[src/rtl/trgc_pkg.sv]
package trgc_pkg;

    localparam logic [7:0]  EMPTY_MARK     = 8'hAB;
    localparam logic [31:0] SWING_LIMIT_MS = 32'd300;

    // event codes on the unchecked path
    localparam logic [3:0] EV_LIFT  = 4'd0;
    localparam logic [3:0] EV_PRESS = 4'd3;

    // rotation codes
    localparam logic [1:0] ROT_0   = 2'd0;
    localparam logic [1:0] ROT_90  = 2'd1;
    localparam logic [1:0] ROT_180 = 2'd2;
    localparam logic [1:0] ROT_270 = 2'd3;

    // configuration register indexes
    localparam int CFG_IDX_W  = 2;
    localparam int CFG_DATA_W = 16;
    localparam logic [CFG_IDX_W-1:0] CFG_ROTATION     = 2'd0;
    localparam logic [CFG_IDX_W-1:0] CFG_TOUCH_WIDTH  = 2'd1;
    localparam logic [CFG_IDX_W-1:0] CFG_TOUCH_HEIGHT = 2'd2;
    localparam logic [CFG_IDX_W-1:0] CFG_TAP_LIMIT_MS = 2'd3;

    // decoupling queue between front and back
    localparam int QDEPTH = 2;
    localparam int QPTR_W = $clog2(QDEPTH);
    localparam int QCNT_W = $clog2(QDEPTH + 1);

    localparam int IN_TDATA_W  = 64;
    localparam int OUT_TDATA_W = 40;

    typedef enum logic [1:0] {
        GEST_NONE,
        GEST_TAP,
        GEST_SWING_LEFT,
        GEST_SWING_RIGHT
    } t_gesture;

    typedef struct packed {
        logic [1:0]  rotation;
        logic [15:0] touch_width;
        logic [15:0] touch_height;
        logic [7:0]  tap_limit_ms;
    } t_cfg;

    typedef struct packed {
        logic        empty;
        logic        checked;
        logic [3:0]  touch_event;
        logic [15:0] point_x;
        logic [15:0] point_y;
        logic [31:0] now_ms;
    } t_item;

    typedef struct packed {
        t_gesture    gesture;
        logic [3:0]  touch_event;
        logic [15:0] point_y;
        logic [15:0] point_x;
    } t_result;

endpackage

[src/rtl/trgc_front.sv]
module trgc_front (
    input  logic                i_clk,
    input  logic                i_rst_n,
    input  trgc_pkg::t_cfg      i_cfg,
    input  logic                i_valid,
    output logic                o_ready,
    input  logic [7:0]          i_status_byte,
    input  logic [7:0]          i_y_high_byte,
    input  logic [7:0]          i_x_high_byte,
    input  logic [7:0]          i_low_nibbles,
    input  logic                i_points_checked,
    input  logic [31:0]         i_now_ms,
    output logic                o_item_valid,
    output trgc_pkg::t_item     o_item,
    input  logic                i_item_ready
);

    logic            r_valid;
    logic            n_valid;
    trgc_pkg::t_item r_item;
    trgc_pkg::t_item n_item;
    logic            accept;
    logic [15:0]     raw_x;
    logic [15:0]     raw_y;
    logic [3:0]      ev_nib;

    assign o_ready      = !r_valid || i_item_ready;
    assign accept       = i_valid && o_ready;
    assign o_item_valid = r_valid;
    assign o_item       = r_item;

    assign raw_x  = {4'd0, i_x_high_byte, i_low_nibbles[3:0]};
    assign raw_y  = {4'd0, i_y_high_byte, i_low_nibbles[7:4]};
    assign ev_nib = i_status_byte[3:0];

    always_comb begin
        n_item         = '0;
        n_item.checked = i_points_checked;
        n_item.now_ms  = i_now_ms;
        if (i_status_byte == trgc_pkg::EMPTY_MARK) begin
            // empty report: point (0,0), event 0
            n_item.empty = 1'b1;
        end else begin
            n_item.empty       = 1'b0;
            n_item.touch_event = i_points_checked ? ev_nib : {1'b0, ev_nib[3:1]};
            case (i_cfg.rotation)
                trgc_pkg::ROT_0: begin
                    n_item.point_x = raw_x;
                    n_item.point_y = i_cfg.touch_height - raw_y;
                end
                trgc_pkg::ROT_90: begin
                    n_item.point_x = i_cfg.touch_height - raw_y;
                    n_item.point_y = i_cfg.touch_width - raw_x;
                end
                trgc_pkg::ROT_180: begin
                    n_item.point_x = i_cfg.touch_width - raw_x;
                    n_item.point_y = raw_y;
                end
                default: begin
                    n_item.point_x = raw_y;
                    n_item.point_y = raw_x;
                end
            endcase
        end
    end

    always_comb begin
        if (accept) begin
            n_valid = 1'b1;
        end else if (i_item_ready) begin
            n_valid = 1'b0;
        end else begin
            n_valid = r_valid;
        end
    end

    always_ff @(posedge i_clk) begin
        if (!i_rst_n) begin
            r_valid <= 1'b0;
        end else begin
            r_valid <= n_valid;
        end
    end

    always_ff @(posedge i_clk) begin
        if (accept) begin
            r_item <= n_item;
        end
    end

endmodule

[src/rtl/trgc_queue.sv]
module trgc_queue (
    input  logic            i_clk,
    input  logic            i_rst_n,
    input  logic            i_push_valid,
    output logic            o_push_ready,
    input  trgc_pkg::t_item i_push_item,
    output logic            o_pop_valid,
    input  logic            i_pop_ready,
    output trgc_pkg::t_item o_pop_item
);

    trgc_pkg::t_item                 r_mem [trgc_pkg::QDEPTH];
    logic [trgc_pkg::QPTR_W-1:0]     r_wr_ptr;
    logic [trgc_pkg::QPTR_W-1:0]     r_rd_ptr;
    logic [trgc_pkg::QCNT_W-1:0]     r_count;
    logic [trgc_pkg::QPTR_W-1:0]     n_wr_ptr;
    logic [trgc_pkg::QPTR_W-1:0]     n_rd_ptr;
    logic [trgc_pkg::QCNT_W-1:0]     n_count;
    logic                            push;
    logic                            pop;

    assign o_push_ready = (r_count != trgc_pkg::QCNT_W'(trgc_pkg::QDEPTH));
    assign o_pop_valid  = (r_count != '0);
    assign o_pop_item   = r_mem[r_rd_ptr];
    assign push         = i_push_valid && o_push_ready;
    assign pop          = o_pop_valid && i_pop_ready;

    always_comb begin
        n_wr_ptr = r_wr_ptr;
        n_rd_ptr = r_rd_ptr;
        n_count  = r_count;
        if (push) begin
            n_wr_ptr = (r_wr_ptr == trgc_pkg::QPTR_W'(trgc_pkg::QDEPTH - 1))
                       ? '0 : r_wr_ptr + 1'b1;
        end
        if (pop) begin
            n_rd_ptr = (r_rd_ptr == trgc_pkg::QPTR_W'(trgc_pkg::QDEPTH - 1))
                       ? '0 : r_rd_ptr + 1'b1;
        end
        if (push && !pop) begin
            n_count = r_count + 1'b1;
        end else if (pop && !push) begin
            n_count = r_count - 1'b1;
        end
    end

    always_ff @(posedge i_clk) begin
        if (!i_rst_n) begin
            r_wr_ptr <= '0;
            r_rd_ptr <= '0;
            r_count  <= '0;
        end else begin
            r_wr_ptr <= n_wr_ptr;
            r_rd_ptr <= n_rd_ptr;
            r_count  <= n_count;
        end
    end

    always_ff @(posedge i_clk) begin
        if (push) begin
            r_mem[r_wr_ptr] <= i_push_item;
        end
    end

endmodule

[src/rtl/trgc_back.sv]
module trgc_back (
    input  logic              i_clk,
    input  logic              i_rst_n,
    input  logic [7:0]        i_tap_limit_ms,
    input  logic              i_item_valid,
    output logic              o_item_ready,
    input  trgc_pkg::t_item   i_item,
    output logic              o_valid,
    input  logic              i_ready,
    output trgc_pkg::t_result o_result
);

    logic [31:0]        r_press_start_ms;
    logic [31:0]        r_release_ms;
    logic               r_press_armed;
    logic [15:0]        r_anchor_x;
    logic [15:0]        r_anchor_y;
    logic               r_out_valid;
    trgc_pkg::t_result  r_result;

    logic [31:0]        n_press_start_ms;
    logic [31:0]        n_release_ms;
    logic               n_press_armed;
    logic [15:0]        n_anchor_x;
    logic [15:0]        n_anchor_y;
    logic               n_out_valid;
    trgc_pkg::t_result  n_result;
    logic [31:0]        span;
    logic               pop;

    assign o_item_ready = !r_out_valid || i_ready;
    assign pop          = i_item_valid && o_item_ready;
    assign o_valid      = r_out_valid;
    assign o_result     = r_result;

    always_comb begin
        n_press_start_ms = r_press_start_ms;
        n_release_ms     = r_release_ms;
        n_press_armed    = r_press_armed;
        n_anchor_x       = r_anchor_x;
        n_anchor_y       = r_anchor_y;
        if (!i_item.empty && !i_item.checked) begin
            if (i_item.touch_event == trgc_pkg::EV_PRESS && r_press_armed) begin
                n_press_start_ms = i_item.now_ms;
                n_press_armed    = 1'b0;
            end
            if (i_item.touch_event == trgc_pkg::EV_LIFT) begin
                n_release_ms  = i_item.now_ms;
                n_press_armed = 1'b1;
            end
        end
        // track the anchor while no press is in progress
        if (!i_item.empty && n_press_armed) begin
            n_anchor_x = i_item.point_x;
            n_anchor_y = i_item.point_y;
        end
    end

    assign span = n_release_ms - n_press_start_ms;

    always_comb begin
        n_result             = '0;
        n_result.point_x     = i_item.point_x;
        n_result.point_y     = i_item.point_y;
        n_result.touch_event = i_item.touch_event;
        if (span <= {24'd0, i_tap_limit_ms} && n_anchor_x == i_item.point_x
                && n_anchor_y == i_item.point_y) begin
            n_result.gesture = trgc_pkg::GEST_TAP;
        end else if (span <= trgc_pkg::SWING_LIMIT_MS && n_anchor_x > i_item.point_x) begin
            n_result.gesture = trgc_pkg::GEST_SWING_LEFT;
        end else if (span <= trgc_pkg::SWING_LIMIT_MS && n_anchor_x < i_item.point_x) begin
            n_result.gesture = trgc_pkg::GEST_SWING_RIGHT;
        end else begin
            n_result.gesture = trgc_pkg::GEST_NONE;
        end
    end

    always_comb begin
        if (pop) begin
            n_out_valid = 1'b1;
        end else if (i_ready) begin
            n_out_valid = 1'b0;
        end else begin
            n_out_valid = r_out_valid;
        end
    end

    always_ff @(posedge i_clk) begin
        if (!i_rst_n) begin
            r_press_start_ms <= '0;
            r_release_ms     <= '0;
            r_press_armed    <= 1'b1;
            r_anchor_x       <= '0;
            r_anchor_y       <= '0;
            r_out_valid      <= 1'b0;
        end else begin
            r_out_valid <= n_out_valid;
            if (pop) begin
                r_press_start_ms <= n_press_start_ms;
                r_release_ms     <= n_release_ms;
                r_press_armed    <= n_press_armed;
                r_anchor_x       <= n_anchor_x;
                r_anchor_y       <= n_anchor_y;
            end
        end
    end

    always_ff @(posedge i_clk) begin
        if (pop) begin
            r_result <= n_result;
        end
    end

endmodule

[src/rtl/touch_report_gesture_classifier_top.sv]
// Path: a word accepted at the input passes the front register, a queue entry
// and the result register before it shows on the output.
// Throughput: one report per cycle while results are taken; the output register and
// the two-entry queue let a new word in while a finished result waits to be taken.
// Reset (i_rst_n low at a clock edge): queue and output empty, times and anchor
// zero, press armed, configuration registers zero.
module touch_report_gesture_classifier_top (
    input  logic                                i_clk,
    input  logic                                i_rst_n,
    input  logic                                i_cfg_we,
    input  logic [trgc_pkg::CFG_IDX_W-1:0]      i_cfg_idx,
    input  logic [trgc_pkg::CFG_DATA_W-1:0]     i_cfg_wdata,
    input  logic                                i_s_axis_tvalid,
    output logic                                o_s_axis_tready,
    // status_byte[7:0], y_high_byte[15:8], x_high_byte[23:16],
    // low_nibbles[31:24], now_ms[63:32]
    input  logic [trgc_pkg::IN_TDATA_W-1:0]     i_s_axis_tdata,
    // points_checked[0]
    input  logic                                i_s_axis_tuser,
    output logic                                o_m_axis_tvalid,
    input  logic                                i_m_axis_tready,
    // point_x[15:0], point_y[31:16], touch_event[35:32], gesture[37:36], zero[39:38]
    output logic [trgc_pkg::OUT_TDATA_W-1:0]    o_m_axis_tdata
);

    trgc_pkg::t_cfg    r_cfg;
    logic              front_valid;
    trgc_pkg::t_item   front_item;
    logic              q_push_ready;
    logic              q_pop_valid;
    trgc_pkg::t_item   q_pop_item;
    logic              back_ready;
    trgc_pkg::t_result result;

    always_ff @(posedge i_clk) begin
        if (!i_rst_n) begin
            r_cfg <= '0;
        end else if (i_cfg_we) begin
            case (i_cfg_idx)
                trgc_pkg::CFG_ROTATION:     r_cfg.rotation     <= i_cfg_wdata[1:0];
                trgc_pkg::CFG_TOUCH_WIDTH:  r_cfg.touch_width  <= i_cfg_wdata;
                trgc_pkg::CFG_TOUCH_HEIGHT: r_cfg.touch_height <= i_cfg_wdata;
                trgc_pkg::CFG_TAP_LIMIT_MS: r_cfg.tap_limit_ms <= i_cfg_wdata[7:0];
                default: begin
                end
            endcase
        end
    end

    trgc_front u_front (
        .i_clk            (i_clk),
        .i_rst_n          (i_rst_n),
        .i_cfg            (r_cfg),
        .i_valid          (i_s_axis_tvalid),
        .o_ready          (o_s_axis_tready),
        .i_status_byte    (i_s_axis_tdata[7:0]),
        .i_y_high_byte    (i_s_axis_tdata[15:8]),
        .i_x_high_byte    (i_s_axis_tdata[23:16]),
        .i_low_nibbles    (i_s_axis_tdata[31:24]),
        .i_points_checked (i_s_axis_tuser),
        .i_now_ms         (i_s_axis_tdata[63:32]),
        .o_item_valid     (front_valid),
        .o_item           (front_item),
        .i_item_ready     (q_push_ready)
    );

    trgc_queue u_queue (
        .i_clk        (i_clk),
        .i_rst_n      (i_rst_n),
        .i_push_valid (front_valid),
        .o_push_ready (q_push_ready),
        .i_push_item  (front_item),
        .o_pop_valid  (q_pop_valid),
        .i_pop_ready  (back_ready),
        .o_pop_item   (q_pop_item)
    );

    trgc_back u_back (
        .i_clk          (i_clk),
        .i_rst_n        (i_rst_n),
        .i_tap_limit_ms (r_cfg.tap_limit_ms),
        .i_item_valid   (q_pop_valid),
        .o_item_ready   (back_ready),
        .i_item         (q_pop_item),
        .o_valid        (o_m_axis_tvalid),
        .i_ready        (i_m_axis_tready),
        .o_result       (result)
    );

    assign o_m_axis_tdata = {2'b00, result};

endmodule

[config.mk]
export PLATFORM = sky130hd
export DESIGN_NAME = touch_report_gesture_classifier_top
export DESIGN_NICKNAME = d
export VERILOG_FILES = /design/src/rtl/trgc_pkg.sv /design/src/rtl/trgc_front.sv /design/src/rtl/trgc_queue.sv /design/src/rtl/trgc_back.sv /design/src/rtl/touch_report_gesture_classifier_top.sv
export SDC_FILE = /design/constraint.sdc
export NUM_CORES = 1
export LEC_CHECK = 0
export BUFFER_PORTS_ARGS = -buffer_cell sky130_fd_sc_hd__buf_2
export CELL_PAD_IN_SITES_DETAIL_PLACEMENT = 0
export CELL_PAD_IN_SITES_GLOBAL_PLACEMENT = 1
export CORE_ASPECT_RATIO = 0.8
export CORE_MARGIN = 1.5
export CORE_UTILIZATION = 45
export CTS_CLUSTER_SIZE = 30
export DETAILED_ROUTE_END_ITERATION = 16
export HOLD_SLACK_MARGIN = 0.08
export PLACE_DENSITY_LB_ADDON = 0.1
export SLEW_MARGIN = 20
export SYNTH_ARGS = -nofsm -noshare
export SYNTH_HDL_FRONTEND = slang
export SYNTH_SLANG_ARGS = --single-unit
[constraint.sdc]
create_clock -name i_clk -period 6.4 [get_ports i_clk]
set_input_delay 0.32 -clock i_clk [delete_from_list [all_inputs] [get_ports i_clk]]
set_output_delay 0.32 -clock i_clk [all_outputs]
set_load 0.05 [all_outputs]
==> metrics.txt <==
status completed; cell with the most instances after synthesis edfxtp_1; Mean Syn Cell Area ~10 um^2; hold endpoint u_back.o_valid; FFs w/ async S/R, synth 0%; width of the die around 230 um; Post-synth EDFFs 248; crit-path cells nor4b_1 > o21ai_0 > nor3_2 > buf_12 > nor2_1 > a21oi_1 > inv_1 > ha_1 > nor2b_1 > o31a_1 > o211ai_1 > a211oi_1 > nor2_1 > xnor2_1 > or4_1 > or4_4 > nor4_2; worst slew pin tran 1.084 ns; Clock transition at path regs 0.06 ns; dominant cell type by area after synthesis edfxtp_1; met2 usage 29.27%; Synth top cells by count edfxtp_1 (248), nand2_1 (245), a21oi_1 (222), nor2_1 (218), dfxtp_1 (146); total track usage between 20% and 30%; ratio of cells with drive above 1 in the final layout between 10% and 20%; Initial Util 45.60%; IO buf count ~130; # Max-Cap Violations 0; Buffers & Inverters on Critical Path 2; first-pass GRT wire length 72.10 mm; Longest Clk Path Bufs 3; Worst slew margin 27.76%; floorplan row count 67; DR WL/cell between 15 and 20 um; largest driver fanout on the critical path 66; r2r endpoint u_back.o_result[37]; critical path type register to register; synth top area cells edfxtp_1 (39%), dfxtp_1 (15%), a21oi_1 (5.8%); vias in the first global route ~13000; Worst path slowest cell a211oi_1; clock latency on the worst-skew pair between 0.5 and 0.6 ns; fin util a little over half; RSZ-0062 raised after global routing no; CTS tree yes; # IOs 130; Routed Antenna Nets 0; Syn Inst Count roughly 1900; worst hold path class input port to register; fmax around 0.18 GHz; largest net degree at the start of global routing 76; drt first pass iters 5; fin crit share between 80 and 90%; Final Cell Area roughly 22000 um^2; wirelength, routed between 40 and 50 mm; residual DRC count 0; Setup TNS 0 ns; Seq cells post-synth slightly below 400; initial detailed-routing violation count 1003; flop2flop setup slack roughly 0.96 ns; Nets approximately 2200; path depth of the worst reg2reg path 17; via count 13800; Hold Startpoint i_m_axis_tready; power density over cell area about 400 nW/um^2; crit path time final between 5 and 6 ns; DP Area between 20000 and 25000 um^2; CP dominant cell by count nor2_1; CTS Buf Count around 40; antenna cells 0; gr busiest metal met1; Pleak between 8 and 9 nW; core area 41830 um^2; hold path cells 4; crit end category register; CP max stage delay 0.64 ns; die area roughly 44000 um^2; Detailed Place HPWL 31.57 mm; warnings from Yosys 0; Worst Skew 0.02570 ns; Final Wtd Congestion between 0.8 and 0.9; WP data arrival between 5 and 6 ns; Crit path max-delay family simple AND/OR/NAND/NOR gates; sequential fraction of the synthesis area between 50% and 60%; clock sinks 394; Mapped Area around 19000 um^2; met3 usage under 10%; peak supply drop ~0.4 mV; number of buffers added for setup after CTS 0; Synth top area share slightly below 40%; M1 GR Usage between 30 and 40%; Netlist cell types 76; Slew Limit Fails 0; crit path launch type register; Top FF cell, synth edfxtp_1; area delta synth->final 15.73%; final setup violation count 0; die height about 190 um; Final Hold Violating Endpoints 0; Root Driver clkbuf_16; H-tree Lvls 2; drt via density 5.356; CP required about 6.8 ns; grt ovf 0; antenna violations before repair 1; RR Startpoint u_queue.r_mem[1][69]; fillers between 3000 and 4000
[layout by cell type (no fill, tap or decap), types with 6 or more instances in the layout]
master / instances
edfxtp_1: 248
nand2_1: 245
a21oi_1: 222
nor2_1: 215
dfxtp_1: 145
buf_2: 127
inv_1: 82
ha_1: 80
o21ai_0: 73
mux2i_1: 69
dlygate4sd3_1: 51
clkbuf_16: 42
nor3_1: 36
xnor2_1: 33
nor2b_1: 25
xor2_1: 23
mux4_2: 19
o21a_1: 18
mux2_2: 18
a21o_1: 14
nand4_1: 12
nand2b_1: 11
nand3_1: 11
buf_4: 10
or3_1: 9
a21boi_0: 9
clkbuf_1: 9
clkinv_2: 8
a211oi_1: 8
nand3b_1: 7
o211ai_1: 7
clkinv_1: 7
and3_1: 6
[worst max-delay path by stage]
stage | from | endpoint | slack (ns) | cells after the start
finish | u_queue.r_mem[1][69] | u_back.o_result[37] | 0.96 | 17
global route | u_queue.r_mem[1][69] | u_back.o_result[36] | 0.52 | 17
CTS | u_queue.r_mem[1][69] | u_back.o_result[37] | 0.98 | 17
detailed placement | u_queue.r_mem[1][69] | u_back.o_result[37] | 1.03 | 17
global placement | u_queue.r_mem[1][69] | u_back.o_result[37] | 1.22 | 17
floorplan | register | u_back.o_result[36] | 1.03 | 17
[per-stage QoR]
stage               setup WS [ns]  power (mW)  std cells  hold WS [ns]
detailed placement          1.030       6.502       2448        0.4290
floorplan                   1.030       5.657       1851        0.3962
global route               0.5170       9.361       2576        0.1506
global placement            1.219       6.483       2448        0.4231
finish                     0.9562       8.831       2576        0.1141
CTS                        0.9828       8.905       2575       0.08837
[cell type report]
class	count	area [um^2]	share of cell area, %
repair buffers	192	1292	5.854
inverters	85	322.8	1.462
well taps	552	690.7	3.128
clock inverters	20	178.9	0.8104
multi-input cells	1277	8066	36.54
clock buffers	56	1154	5.225
flip-flops and latches	394	10370	46.99
[where the power goes]
group | switching (mW) | internal [mW]
registers | 0.135 | 3.10
logic | 2.13 | 1.11
clock network | 0.996 | 1.35
total | 3.26 | 5.57
[registers in the layout (all words and copies together), names as in the netlist, 2 cells and up, named ones only]
name and cells:
r_cfg 42, u_back.o_result 38, u_back.r_anchor_x 16, u_back.r_anchor_y 16, u_back.r_press_start_ms 32, u_back.r_release_ms 32, u_front.o_item 70, u_queue.r_count 2
u_queue.r_mem 140
[timing repair]
action / 4_1_cts / 5_1_grt
gates resized for setup: 0 / 0
hold buffers: 51 / 0
hold endpoints to repair: 77 / 0
[worst min-delay path, cell delays in order]
cell and delay [ns]:
buf_2 0.08, nor2b_1 0.04, nor3_1 0.14, nor2_1 0.05
[per-layer routing]
metal / share of wire (%) / wire length (um)
met3: 4.5 / 2080
met4: 1.9 / 857
met5: 0 / 0
met2: 40 / 18720
met1: 53 / 24610
[kinds of logic (layout without fill, tap and decap cells)]
group | count (synthesis) | after routing | share of synthesized area [%]
AO/OA/AOI/OAI | 413 | 413 | 12.77
XOR/XNOR | 56 | 56 | 2.571
adder cells (fa/ha/maj) | 83 | 83 | 5.562
buffers and inverters | 180 | 353 | 3.620
flip-flops | 394 | 394 | 54.36
multiplexers | 106 | 106 | 6.926
other | 1 | 2 | 0.01966
AND/OR/NAND/NOR | 617 | 617 | 14.17
No activity file was read; power rests on OpenSTA's default activity.
